--- src/tpsr_pkg.sv ---
`default_nettype none

package tpsr_pkg;

    // Default widths of the coordinate readings and of the calibration registers.
    localparam int COORD_BITS_DEF = 12;
    localparam int COEF_BITS_DEF  = 16;

    // Calibrated outputs are always 16-bit signed.
    localparam int CAL_BITS = 16;

    // Serial frame: one command byte out, sixteen bits in.
    localparam int CMD_BITS     = 8;
    localparam int RX_BITS      = 16;
    localparam int BIT_CNT_BITS = 5;

    // Converter command bytes for the two axes.
    localparam logic [CMD_BITS-1:0] CMD_X = 8'h94;
    localparam logic [CMD_BITS-1:0] CMD_Y = 8'hD4;

    // Configuration register indexes.
    localparam int CFG_IDX_BITS = 2;
    typedef enum logic [CFG_IDX_BITS-1:0] {
        CFG_SCALE_X  = 2'd0,
        CFG_OFFSET_X = 2'd1,
        CFG_SCALE_Y  = 2'd2,
        CFG_OFFSET_Y = 2'd3
    } t_cfg_idx;

    // Serial sequencer states.
    typedef enum logic [2:0] {
        ST_IDLE   = 3'd0,
        ST_SELECT = 3'd1,
        ST_CMD    = 3'd2,
        ST_RECV   = 3'd3,
        ST_DONE   = 3'd4
    } t_seq_state;

endpackage

`default_nettype wire

--- src/tpsr_in_if.sv ---
`default_nettype none

// One serial tick request: start request, pen line and converter data bit.
interface tpsr_in_if;
    logic valid;
    logic ready;
    logic start_req;
    logic pen_irq_n;
    logic miso;

    modport source (output valid, output start_req, output pen_irq_n, output miso,
                    input ready);
    modport sink (input valid, input start_req, input pen_irq_n, input miso,
                  output ready);
endinterface

`default_nettype wire

--- src/tpsr_out_if.sv ---
`default_nettype none

// One result request per tick: pin levels, status and held readings.
interface tpsr_out_if #(
    parameter int COORD_BITS = tpsr_pkg::COORD_BITS_DEF
);
    logic                                valid;
    logic                                ready;
    logic                                cs_n;
    logic                                sck;
    logic                                mosi;
    logic                                busy_res;
    logic                                sample_valid;
    logic        [COORD_BITS-1:0]        raw_x;
    logic        [COORD_BITS-1:0]        raw_y;
    logic signed [tpsr_pkg::CAL_BITS-1:0] cal_x;
    logic signed [tpsr_pkg::CAL_BITS-1:0] cal_y;
    logic                                coef_bad;
    logic                                pen_down;

    modport source (output valid, output cs_n, output sck, output mosi, output busy_res,
                    output sample_valid, output raw_x, output raw_y, output cal_x,
                    output cal_y, output coef_bad, output pen_down, input ready);
    modport sink (input valid, input cs_n, input sck, input mosi, input busy_res,
                  input sample_valid, input raw_x, input raw_y, input cal_x,
                  input cal_y, input coef_bad, input pen_down, output ready);
endinterface

`default_nettype wire

--- src/touch_panel_serial_reader_unit.sv ---
`default_nettype none

// Channel   Direction  Handshake          Payload
// i_tick    in         valid / ready      start_req, pen_irq_n, miso
// o_res     out        valid / ready      cs_n, sck, mosi, busy_res, sample_valid,
//                                         raw_x, raw_y, cal_x, cal_y, coef_bad, pen_down
// i_cfg_*   in         write enable only  register index, register data
//
// Every tick request yields one result request. The result sits in an output register,
// and a new tick is taken in the cycle the old result leaves. The tick that finishes
// the Y axis with good coefficients runs the shared bit-serial divider for X and then
// Y. Reset is synchronous and active low; no tick is taken while the divider runs.

module touch_panel_serial_reader_unit #(
    parameter int COORD_BITS = tpsr_pkg::COORD_BITS_DEF,
    parameter int COEF_BITS  = tpsr_pkg::COEF_BITS_DEF
) (
    input  wire                                   i_clk,
    input  wire                                   i_rst_n,
    input  wire                                   i_cfg_we,
    input  wire  [tpsr_pkg::CFG_IDX_BITS-1:0]     i_cfg_idx,
    input  wire  [COEF_BITS-1:0]                  i_cfg_data,
    tpsr_in_if.sink                               i_tick,
    tpsr_out_if.source                            o_res
);

    localparam int CAL_BITS = tpsr_pkg::CAL_BITS;
    localparam int RX_BITS  = tpsr_pkg::RX_BITS;
    localparam int BCW      = tpsr_pkg::BIT_CNT_BITS;
    localparam int DIV_CW   = $clog2(COORD_BITS + 1);
    localparam int SUM_W0   = (COORD_BITS + 1 > COEF_BITS) ? COORD_BITS + 1 : COEF_BITS;
    localparam int SUM_W    = ((SUM_W0 > CAL_BITS) ? SUM_W0 : CAL_BITS) + 1;

    // Configuration registers.
    logic [COEF_BITS-1:0] r_scale_x;
    logic [COEF_BITS-1:0] r_offset_x;
    logic [COEF_BITS-1:0] r_scale_y;
    logic [COEF_BITS-1:0] r_offset_y;

    // Sequencer state.
    tpsr_pkg::t_seq_state r_state, n_state;
    logic                 r_axis, n_axis;
    logic [BCW-1:0]       r_bit_cnt, n_bit_cnt;
    logic                 r_clk_lvl, n_clk_lvl;
    logic [RX_BITS-1:0]   r_shift, n_shift;
    logic [COORD_BITS-1:0] r_raw_x, n_raw_x;
    logic [COORD_BITS-1:0] r_raw_y, n_raw_y;
    logic [CAL_BITS-1:0]  r_cal_x;
    logic [CAL_BITS-1:0]  r_cal_y;

    // Output register.
    logic r_out_vld;
    logic r_o_cs_n, r_o_sck, r_o_mosi, r_o_busy, r_o_sv, r_o_pen;

    // Divider.
    logic                  r_div_run;
    logic                  r_div_axis;
    logic [DIV_CW-1:0]     r_div_cnt;
    logic [COEF_BITS-1:0]  r_rem;
    logic [COORD_BITS-1:0] r_dvd;

    logic                  w_accept;
    logic                  w_coef_bad;
    logic                  w_cal_start;
    logic                  w_cs_n, w_sck, w_mosi, w_busy, w_sv;
    logic [BCW-1:0]        w_bit_inc;
    logic [RX_BITS-1:0]    w_shift_in;
    logic [tpsr_pkg::CMD_BITS-1:0] w_cmd;

    logic [COEF_BITS-1:0]  w_scale_sel;
    logic [COEF_BITS-1:0]  w_offset_sel;
    logic [COEF_BITS-1:0]  w_mag;
    logic [COEF_BITS:0]    w_trial;
    logic [COEF_BITS:0]    w_diff;
    logic [SUM_W-1:0]      w_q_ext;
    logic [SUM_W-1:0]      w_q_sgn;
    logic [SUM_W-1:0]      w_sum;
    logic                  w_fits;
    logic [CAL_BITS-1:0]   w_sat;
    logic                  w_div_done;

    // Handshakes.
    assign i_tick.ready = !r_div_run && (!r_out_vld || o_res.ready);
    assign w_accept     = i_tick.valid && i_tick.ready;

    // A zero scale or any all-ones register disables calibration.
    assign w_coef_bad = ~(|r_scale_x) || ~(|r_scale_y) || (&r_scale_x) || (&r_offset_x)
                        || (&r_scale_y) || (&r_offset_y);

    // Configuration writes.
    always_ff @(posedge i_clk) begin
        if (!i_rst_n) begin
            r_scale_x  <= COEF_BITS'(1);
            r_offset_x <= '0;
            r_scale_y  <= COEF_BITS'(1);
            r_offset_y <= '0;
        end else if (i_cfg_we) begin
            case (i_cfg_idx)
                tpsr_pkg::CFG_SCALE_X:  r_scale_x  <= i_cfg_data;
                tpsr_pkg::CFG_OFFSET_X: r_offset_x <= i_cfg_data;
                tpsr_pkg::CFG_SCALE_Y:  r_scale_y  <= i_cfg_data;
                tpsr_pkg::CFG_OFFSET_Y: r_offset_y <= i_cfg_data;
                default: ;
            endcase
        end
    end

    assign w_bit_inc  = r_bit_cnt + BCW'(1);
    assign w_shift_in = {r_shift[RX_BITS-2:0], i_tick.miso};
    assign w_cmd      = r_axis ? tpsr_pkg::CMD_Y : tpsr_pkg::CMD_X;

    // Next state of the sequencer for one tick.
    always_comb begin
        n_state     = r_state;
        n_axis      = r_axis;
        n_bit_cnt   = r_bit_cnt;
        n_clk_lvl   = r_clk_lvl;
        n_shift     = r_shift;
        n_raw_x     = r_raw_x;
        n_raw_y     = r_raw_y;
        w_cal_start = 1'b0;
        case (r_state)
            tpsr_pkg::ST_SELECT: begin
                if (i_tick.pen_irq_n) begin
                    // Pen up: this axis reads all ones.
                    if (r_axis) begin
                        n_raw_y = '1;
                    end else begin
                        n_raw_x = '1;
                    end
                    n_state = tpsr_pkg::ST_DONE;
                end else begin
                    n_bit_cnt = '0;
                    n_clk_lvl = 1'b0;
                    n_state   = tpsr_pkg::ST_CMD;
                end
            end
            tpsr_pkg::ST_CMD: begin
                n_clk_lvl = !r_clk_lvl;
                if (r_clk_lvl) begin
                    n_bit_cnt = w_bit_inc;
                    if (w_bit_inc >= BCW'(tpsr_pkg::CMD_BITS)) begin
                        n_bit_cnt = '0;
                        n_shift   = '0;
                        n_state   = tpsr_pkg::ST_RECV;
                    end
                end
            end
            tpsr_pkg::ST_RECV: begin
                n_clk_lvl = !r_clk_lvl;
                if (r_clk_lvl) begin
                    n_shift   = w_shift_in;
                    n_bit_cnt = w_bit_inc;
                    if (w_bit_inc >= BCW'(RX_BITS)) begin
                        n_bit_cnt = '0;
                        if (r_axis) begin
                            n_raw_y = w_shift_in[RX_BITS-1 -: COORD_BITS];
                        end else begin
                            n_raw_x = w_shift_in[RX_BITS-1 -: COORD_BITS];
                        end
                        n_state = tpsr_pkg::ST_DONE;
                    end
                end
            end
            tpsr_pkg::ST_DONE: begin
                if (!r_axis) begin
                    n_axis  = 1'b1;
                    n_state = tpsr_pkg::ST_SELECT;
                end else begin
                    n_axis      = 1'b0;
                    n_state     = tpsr_pkg::ST_IDLE;
                    w_cal_start = !w_coef_bad;
                end
            end
            default: begin
                n_state = tpsr_pkg::ST_IDLE;
                if (i_tick.start_req) begin
                    n_axis    = 1'b0;
                    n_bit_cnt = '0;
                    n_clk_lvl = 1'b0;
                    n_state   = tpsr_pkg::ST_SELECT;
                end
            end
        endcase
    end

    // Pin levels and status for one tick.
    always_comb begin
        w_cs_n = 1'b1;
        w_sck  = 1'b0;
        w_mosi = 1'b0;
        w_busy = 1'b1;
        w_sv   = 1'b0;
        case (r_state)
            tpsr_pkg::ST_SELECT: begin
                w_cs_n = i_tick.pen_irq_n;
            end
            tpsr_pkg::ST_CMD: begin
                w_cs_n = 1'b0;
                w_sck  = r_clk_lvl;
                // Command goes out MSB first; ~count picks bit 7 - count.
                w_mosi = w_cmd[~r_bit_cnt[2:0]];
            end
            tpsr_pkg::ST_RECV: begin
                w_cs_n = 1'b0;
                w_sck  = r_clk_lvl;
            end
            tpsr_pkg::ST_DONE: begin
                w_sv = r_axis;
            end
            default: begin
                w_busy = i_tick.start_req;
            end
        endcase
    end

    // Sequencer registers, advanced once per accepted tick.
    always_ff @(posedge i_clk) begin
        if (!i_rst_n) begin
            r_state   <= tpsr_pkg::ST_IDLE;
            r_axis    <= 1'b0;
            r_bit_cnt <= '0;
            r_clk_lvl <= 1'b0;
            r_shift   <= '0;
            r_raw_x   <= '1;
            r_raw_y   <= '1;
        end else if (w_accept) begin
            r_state   <= n_state;
            r_axis    <= n_axis;
            r_bit_cnt <= n_bit_cnt;
            r_clk_lvl <= n_clk_lvl;
            r_shift   <= n_shift;
            r_raw_x   <= n_raw_x;
            r_raw_y   <= n_raw_y;
        end
    end

    // Divider datapath: restoring division of the reading by the scale magnitude.
    assign w_scale_sel  = r_div_axis ? r_scale_y : r_scale_x;
    assign w_offset_sel = r_div_axis ? r_offset_y : r_offset_x;
    assign w_mag        = w_scale_sel[COEF_BITS-1] ? (~w_scale_sel + COEF_BITS'(1))
                                                   : w_scale_sel;
    assign w_trial      = {r_rem, r_dvd[COORD_BITS-1]};
    assign w_diff       = w_trial - {1'b0, w_mag};
    assign w_div_done   = r_div_run && (r_div_cnt == '0);

    // Sign the quotient, add the offset and saturate to the output range.
    assign w_q_ext = {{(SUM_W-COORD_BITS){1'b0}}, r_dvd};
    assign w_q_sgn = w_scale_sel[COEF_BITS-1] ? (~w_q_ext + SUM_W'(1)) : w_q_ext;
    assign w_sum   = w_q_sgn + {{(SUM_W-COEF_BITS){w_offset_sel[COEF_BITS-1]}}, w_offset_sel};
    assign w_fits  = (&w_sum[SUM_W-1:CAL_BITS-1]) || !(|w_sum[SUM_W-1:CAL_BITS-1]);
    assign w_sat   = w_fits ? w_sum[CAL_BITS-1:0]
                   : (w_sum[SUM_W-1] ? {1'b1, {(CAL_BITS-1){1'b0}}}
                                     : {1'b0, {(CAL_BITS-1){1'b1}}});

    // Divider control: X then Y, one quotient bit per clock.
    always_ff @(posedge i_clk) begin
        if (!i_rst_n) begin
            r_div_run  <= 1'b0;
            r_div_axis <= 1'b0;
            r_div_cnt  <= '0;
        end else if (w_accept && w_cal_start) begin
            r_div_run  <= 1'b1;
            r_div_axis <= 1'b0;
            r_div_cnt  <= DIV_CW'(COORD_BITS);
        end else if (r_div_run) begin
            if (r_div_cnt != '0) begin
                r_div_cnt <= r_div_cnt - DIV_CW'(1);
            end else if (!r_div_axis) begin
                r_div_axis <= 1'b1;
                r_div_cnt  <= DIV_CW'(COORD_BITS);
            end else begin
                r_div_run <= 1'b0;
            end
        end
    end

    // Divider remainder and quotient shift register.
    always_ff @(posedge i_clk) begin
        if (w_accept && w_cal_start) begin
            r_rem <= '0;
            r_dvd <= r_raw_x;
        end else if (r_div_run) begin
            if (r_div_cnt != '0) begin
                if (!w_diff[COEF_BITS]) begin
                    r_rem <= w_diff[COEF_BITS-1:0];
                end else begin
                    r_rem <= w_trial[COEF_BITS-1:0];
                end
                r_dvd <= {r_dvd[COORD_BITS-2:0], !w_diff[COEF_BITS]};
            end else begin
                r_rem <= '0;
                r_dvd <= r_raw_y;
            end
        end
    end

    // Held calibrated values: cleared on bad coefficients, else filled by the divider.
    always_ff @(posedge i_clk) begin
        if (!i_rst_n) begin
            r_cal_x <= '0;
            r_cal_y <= '0;
        end else if (w_accept && (r_state == tpsr_pkg::ST_DONE) && r_axis && w_coef_bad) begin
            r_cal_x <= '0;
            r_cal_y <= '0;
        end else if (w_div_done) begin
            if (r_div_axis) begin
                r_cal_y <= w_sat;
            end else begin
                r_cal_x <= w_sat;
            end
        end
    end

    // Output register: filled on each tick, or when the divider finishes.
    always_ff @(posedge i_clk) begin
        if (!i_rst_n) begin
            r_out_vld <= 1'b0;
        end else if (w_accept) begin
            r_out_vld <= !w_cal_start;
        end else if (w_div_done && r_div_axis) begin
            r_out_vld <= 1'b1;
        end else if (o_res.ready) begin
            r_out_vld <= 1'b0;
        end
    end

    always_ff @(posedge i_clk) begin
        if (w_accept) begin
            r_o_cs_n <= w_cs_n;
            r_o_sck  <= w_sck;
            r_o_mosi <= w_mosi;
            r_o_busy <= w_busy;
            r_o_sv   <= w_sv;
            r_o_pen  <= !i_tick.pen_irq_n;
        end
    end

    // Result fields; held raw readings change only together with the output register.
    assign o_res.valid        = r_out_vld;
    assign o_res.cs_n         = r_o_cs_n;
    assign o_res.sck          = r_o_sck;
    assign o_res.mosi         = r_o_mosi;
    assign o_res.busy_res     = r_o_busy;
    assign o_res.sample_valid = r_o_sv;
    assign o_res.raw_x        = r_raw_x;
    assign o_res.raw_y        = r_raw_y;
    assign o_res.cal_x        = r_cal_x;
    assign o_res.cal_y        = r_cal_y;
    assign o_res.coef_bad     = w_coef_bad;
    assign o_res.pen_down     = r_o_pen;

endmodule

`default_nettype wire

--- src/flat_wrapper.sv ---
// flat-port wrapper written by rule: the top's interface ports become plain ports
module touch_panel_serial_reader_unit_flat 
#(
    parameter int COORD_BITS = tpsr_pkg::COORD_BITS_DEF,
    parameter int COEF_BITS  = tpsr_pkg::COEF_BITS_DEF
)
  (i_clk, i_rst_n, i_cfg_we, i_cfg_idx, i_cfg_data, i_tick_valid, i_tick_start_req, i_tick_pen_irq_n, i_tick_miso, i_tick_ready, o_res_valid, o_res_cs_n, o_res_sck, o_res_mosi, o_res_busy_res, o_res_sample_valid, o_res_raw_x, o_res_raw_y, o_res_cal_x, o_res_cal_y, o_res_coef_bad, o_res_pen_down, o_res_ready);
  tpsr_in_if i_tick_i ();
  tpsr_out_if #(.COORD_BITS(COORD_BITS)) o_res_i ();
  input  wire i_clk;
  input  wire i_rst_n;
  input  wire i_cfg_we;
  input  wire  [tpsr_pkg::CFG_IDX_BITS-1:0] i_cfg_idx;
  input  wire  [COEF_BITS-1:0] i_cfg_data;
  input wire logic [$bits(i_tick_i.valid)-1:0] i_tick_valid;
  input wire logic [$bits(i_tick_i.start_req)-1:0] i_tick_start_req;
  input wire logic [$bits(i_tick_i.pen_irq_n)-1:0] i_tick_pen_irq_n;
  input wire logic [$bits(i_tick_i.miso)-1:0] i_tick_miso;
  output wire logic [$bits(i_tick_i.ready)-1:0] i_tick_ready;
  output wire logic [$bits(o_res_i.valid)-1:0] o_res_valid;
  output wire logic [$bits(o_res_i.cs_n)-1:0] o_res_cs_n;
  output wire logic [$bits(o_res_i.sck)-1:0] o_res_sck;
  output wire logic [$bits(o_res_i.mosi)-1:0] o_res_mosi;
  output wire logic [$bits(o_res_i.busy_res)-1:0] o_res_busy_res;
  output wire logic [$bits(o_res_i.sample_valid)-1:0] o_res_sample_valid;
  output wire logic [$bits(o_res_i.raw_x)-1:0] o_res_raw_x;
  output wire logic [$bits(o_res_i.raw_y)-1:0] o_res_raw_y;
  output wire logic [$bits(o_res_i.cal_x)-1:0] o_res_cal_x;
  output wire logic [$bits(o_res_i.cal_y)-1:0] o_res_cal_y;
  output wire logic [$bits(o_res_i.coef_bad)-1:0] o_res_coef_bad;
  output wire logic [$bits(o_res_i.pen_down)-1:0] o_res_pen_down;
  input wire logic [$bits(o_res_i.ready)-1:0] o_res_ready;
  assign i_tick_i.valid = i_tick_valid;
  assign i_tick_i.start_req = i_tick_start_req;
  assign i_tick_i.pen_irq_n = i_tick_pen_irq_n;
  assign i_tick_i.miso = i_tick_miso;
  assign i_tick_ready = i_tick_i.ready;
  assign o_res_valid = o_res_i.valid;
  assign o_res_cs_n = o_res_i.cs_n;
  assign o_res_sck = o_res_i.sck;
  assign o_res_mosi = o_res_i.mosi;
  assign o_res_busy_res = o_res_i.busy_res;
  assign o_res_sample_valid = o_res_i.sample_valid;
  assign o_res_raw_x = o_res_i.raw_x;
  assign o_res_raw_y = o_res_i.raw_y;
  assign o_res_cal_x = o_res_i.cal_x;
  assign o_res_cal_y = o_res_i.cal_y;
  assign o_res_coef_bad = o_res_i.coef_bad;
  assign o_res_pen_down = o_res_i.pen_down;
  assign o_res_i.ready = o_res_ready;
  touch_panel_serial_reader_unit #(.COORD_BITS(COORD_BITS), .COEF_BITS(COEF_BITS)) u_core (.i_clk(i_clk), .i_rst_n(i_rst_n), .i_cfg_we(i_cfg_we), .i_cfg_idx(i_cfg_idx), .i_cfg_data(i_cfg_data), .i_tick(i_tick_i), .o_res(o_res_i));
endmodule
--- config.mk ---
export PLATFORM = sky130hd
export DESIGN_NAME = touch_panel_serial_reader_unit_flat
export DESIGN_NICKNAME = d
export VERILOG_FILES = /design/src/tpsr_pkg.sv /design/src/tpsr_in_if.sv /design/src/tpsr_out_if.sv /design/src/touch_panel_serial_reader_unit.sv /design/src/flat_wrapper.sv
export SDC_FILE = /design/constraint.sdc
export NUM_CORES = 1
export LEC_CHECK = 0
export BUFFER_PORTS_ARGS = -buffer_cell sky130_fd_sc_hd__buf_2
export CORE_ASPECT_RATIO = 0.75
export CORE_MARGIN = 8
export CORE_UTILIZATION = 65
export CTS_CLUSTER_SIZE = 40
export DETAILED_ROUTE_END_ITERATION = 7
export PLACE_DENSITY = 0.9
export SYNTH_ARGS = -nofsm -noshare
export SYNTH_HDL_FRONTEND = slang
export SYNTH_SLANG_ARGS = --single-unit
--- constraint.sdc ---
create_clock -name i_clk -period 10.8 [get_ports i_clk]
set_input_delay 1.62 -clock i_clk [delete_from_list [all_inputs] [get_ports i_clk]]
set_output_delay 1.62 -clock i_clk [all_outputs]
set_load 0.02 [all_outputs]
==> impl_metrics.tcl <==
set metrics [dict create \
    rsz0062_at_grt "false" \
    synth_top_area_frac 0.3404 \
    ys_top_cells_by_area "dfxtp_1 (34%), nand2_1 (8.7%), a21oi_1 (7.5%)" \
    die_x_um 158.4 \
    ir_worst_vdd_v 0.0001181 \
    yosysWarnings 0 \
    synth_edf_count 18 \
    cp_num_buf_inv 1 \
    cp-start-kind "register" \
    drt_iter0_markers 987 \
    grt_max_degree 90 \
    syn_area_mm2 0.009879 \
    r2r_cells 13 \
    coreArea_mm2 0.01503 \
    period_needed_ns 5.444 \
    max_freq_ghz 0.1837 \
    grt_pass1_wl_um 44040 \
    total_power_w 0.001621 \
    worstPathArrival_ns 5.79 \
    drive_gt1_frac 0.1346 \
    status "complete, no violations" \
    rows 39 \
    p_leak_nw 4.341 \
    worstHoldPathCells 2 \
    dr.pass1.iters 6 \
    final.setup.tns_ns 0 \
    htree_levels 4 \
    numPortBuffers 90 \
    crit_family "multiplexers" \
    start_util 0.6573 \
    cts_root_buf "clkbuf_16" \
    grt_usage 0.2803 \
    cts_tree "yes" \
    vias 9292 \
    cts_hold_buf 0 \
    clk_latency_ns 0.44 \
    dp.cells 1436 \
    yosysTopAreaCell "dfxtp_1" \
    worst_slew_pin_slew_ns 1.259 \
    critPathKind "reg2reg" \
    maxSlewViolCount 0 \
    synth_nets 1261 \
    post-cts-setup-buffers 0 \
    nNetsFinal 1314 \
    synthCells 1197 \
    ys_seq_elements 186 \
    drcViolationCount 0 \
    cp_max_fo 55 \
    cpMaxStageDelayCell "mux2i_1" \
    hold_class "reg2reg" \
    path_common_cell "nor2_1" \
    max-slew-margin-rel 0.1369 \
    antenna_found_initial 0 \
    end_kind "register" \
    finalWirelength_um 27090 \
    path_cells "buf_4, mux2i_2, nor2_1, xor2_1, ha_1, a211oi_2, nor2_1, o41ai_2, o311ai_2, a211oi_4, mux2i_1, a22oi_1, o21ai_0" \
    route.detailed.wl_per_inst_um 18.45 \
    die_h_um 122.8 \
    grt_pass1_vias 8802 \
    io_pins 91 \
    gp_congestion 0.9414 \
    syn_avg_cell_area_um2 8.254 \
    cts_buffers 17 \
    crit_cells 13 \
    fin_skew_ns 0.01202 \
    cts.sinks 186 \
    setup_viol_count_final 0 \
    min_period_over_period 0.5040 \
    cts-resized-gates 0 \
    async_reset_ff_frac 0 \
    hold_violations 0 \
    path_clk_slew_ns 0.07 \
    stdcell_count 1468 \
    power_density_mw_per_mm2 147.8 \
    synth.distinct_cells 74 \
    clock_path_buffers 2 \
    critPathMaxStageDelay_ns 1.06 \
    drtAntennaViolNets 0 \
    insertedDiodeCount 0 \
    dpl.hpwl_um 19090 \
    ys.flop_type "dfxtp_1" \
    cap_violations 0 \
    seq_area_frac_synth 0.3951 \
    area_growth_pct 11.01 \
    overflow 0 \
    cp.required_ns 11.15 \
    vias_per_cell 6.330 \
    fp.dieArea_mm2 0.01944 \
]
==> routing by layer <==
layer	up-vias	GRT usage	wire length, µm
li1	4392	-	-
met1	4387	0.3805	11800
met2	449	0.4316	12140
met3	64	0.06897	2499
met4	0	0.09342	657
met5	-	0	0
==> sequential cells by signal (all words and copies together) (netlist names), 3 cells and up <==
| register | count |
|---|---|
| u_core.o_res.cal_x | 16 |
| u_core.r_state | 3 |
| u_core.o_res.raw_y | 12 |
| u_core.r_scale_y | 16 |
| u_core.r_div_cnt | 4 |
| u_core.r_scale_x | 16 |
| u_core.r_shift | 15 |
| u_core.r_bit_cnt | 5 |
| u_core.r_offset_x | 16 |
| u_core.r_dvd | 12 |
| u_core.o_res.raw_x | 12 |
| u_core.r_rem | 16 |
| u_core.o_res.cal_y | 16 |
| u_core.r_offset_y | 16 |
==> cell usage after synthesis (all sizes together) (5+ instances only) <==
cell type,instances
a211oi,15
a21o,7
a21oi,148
a22o,11
a22oi,11
a31oi,11
a32o,10
and3,7
buf,13
clkbuf,48
dfxtp,168
edfxtp,18
ha,36
inv,22
mux2,16
mux2i,28
nand2,229
nand2b,12
nand3,34
nand4,20
nor2,96
nor2b,5
nor3,18
nor4,14
o211ai,28
o21a,5
o21ai,45
o31ai,7
o32ai,5
or2,5
or3,6
xnor2,24
xor2,30
==> cell type report <==
class                      count  area (µm²)
tap                          205       256.5
fill                        1147        4063
multi-input combinational    927        5653
sequential                   186        3905
inverter                      23       86.33
clock inverter                11       97.59
timing repair buffer          95       488.0
clock buffer                  21       480.5
==> cells by family (layout without fill, tap and decap cells) <==
family / count (synthesis) / after routing / share of synthesized area
flops: 186 / 186 / 0.3951
simple gates: 463 / 463 / 0.2090
buf+inv: 84 / 150 / 0.03331
compound gates: 326 / 326 / 0.2119
fa+ha+maj: 40 / 40 / 0.05167
xor+xnor: 54 / 54 / 0.05205
mux: 44 / 44 / 0.04699
==> stage by stage <==
stage | instance area, µm² | hold slack, ns | util | setup WS (ns)
after floorplan | 9879 | 0.4321 | - | 6.353
after global placement | 10390 | 0.4407 | 0.6912 | 5.745
after detailed placement | 10390 | 0.4451 | 0.6912 | 5.545
after CTS | 10970 | 0.4559 | 0.7297 | 5.458
after global routing | 10970 | 0.4715 | 0.7297 | 4.881
final | 10970 | 0.4550 | 0.7297 | 5.356
==> placed cells by master, fill, tap and decap left out, types with 12 or more instances in the layout <==
cell type,Yosys,routed
o211ai_1,28,28
mux2i_1,27,27
o21ai_0,38,38
nand2_1,229,229
nand3_1,34,34
nor2_1,96,96
mux2_2,16,16
nor4_1,13,12
edfxtp_1,18,18
inv_1,21,21
ha_1,36,36
nand2b_1,12,12
nand4_1,20,20
dfxtp_1,168,167
xor2_1,29,29
nor3_1,18,18
clkbuf_16,0,17
xnor2_1,21,21
a21oi_1,148,148
buf_2,5,90
==> path summary, 6_finish.rpt <==
check / startpoint / end / slack [ns]
min: u_core.r_shift[1] / u_core.r_shift[1] / 0.45
max reg2reg: u_core.r_div_axis / u_core.r_rem[13] / 5.36
min reg2reg: u_core.r_shift[1] / u_core.r_shift[1] / 0.45
max: u_core.r_div_axis / u_core.r_rem[13] / 5.36
==> tightest hold or removal path: stages (launching register included) <==
cell     delay [ns]
dfxtp_1        0.31
nand2_1        0.05
a21oi_1        0.05
==> where the power goes <==
group / internal, W / leakage [nW] / switching, W
registers: 0.000719 / 1.52 / 0.0000266
clock network: 0.000327 / 0.288 / 0.000286
logic: 0.000103 / 2.53 / 0.000158
total: 0.00115 / 4.34 / 0.000471
No activity file was read; power rests on OpenSTA's default activity.
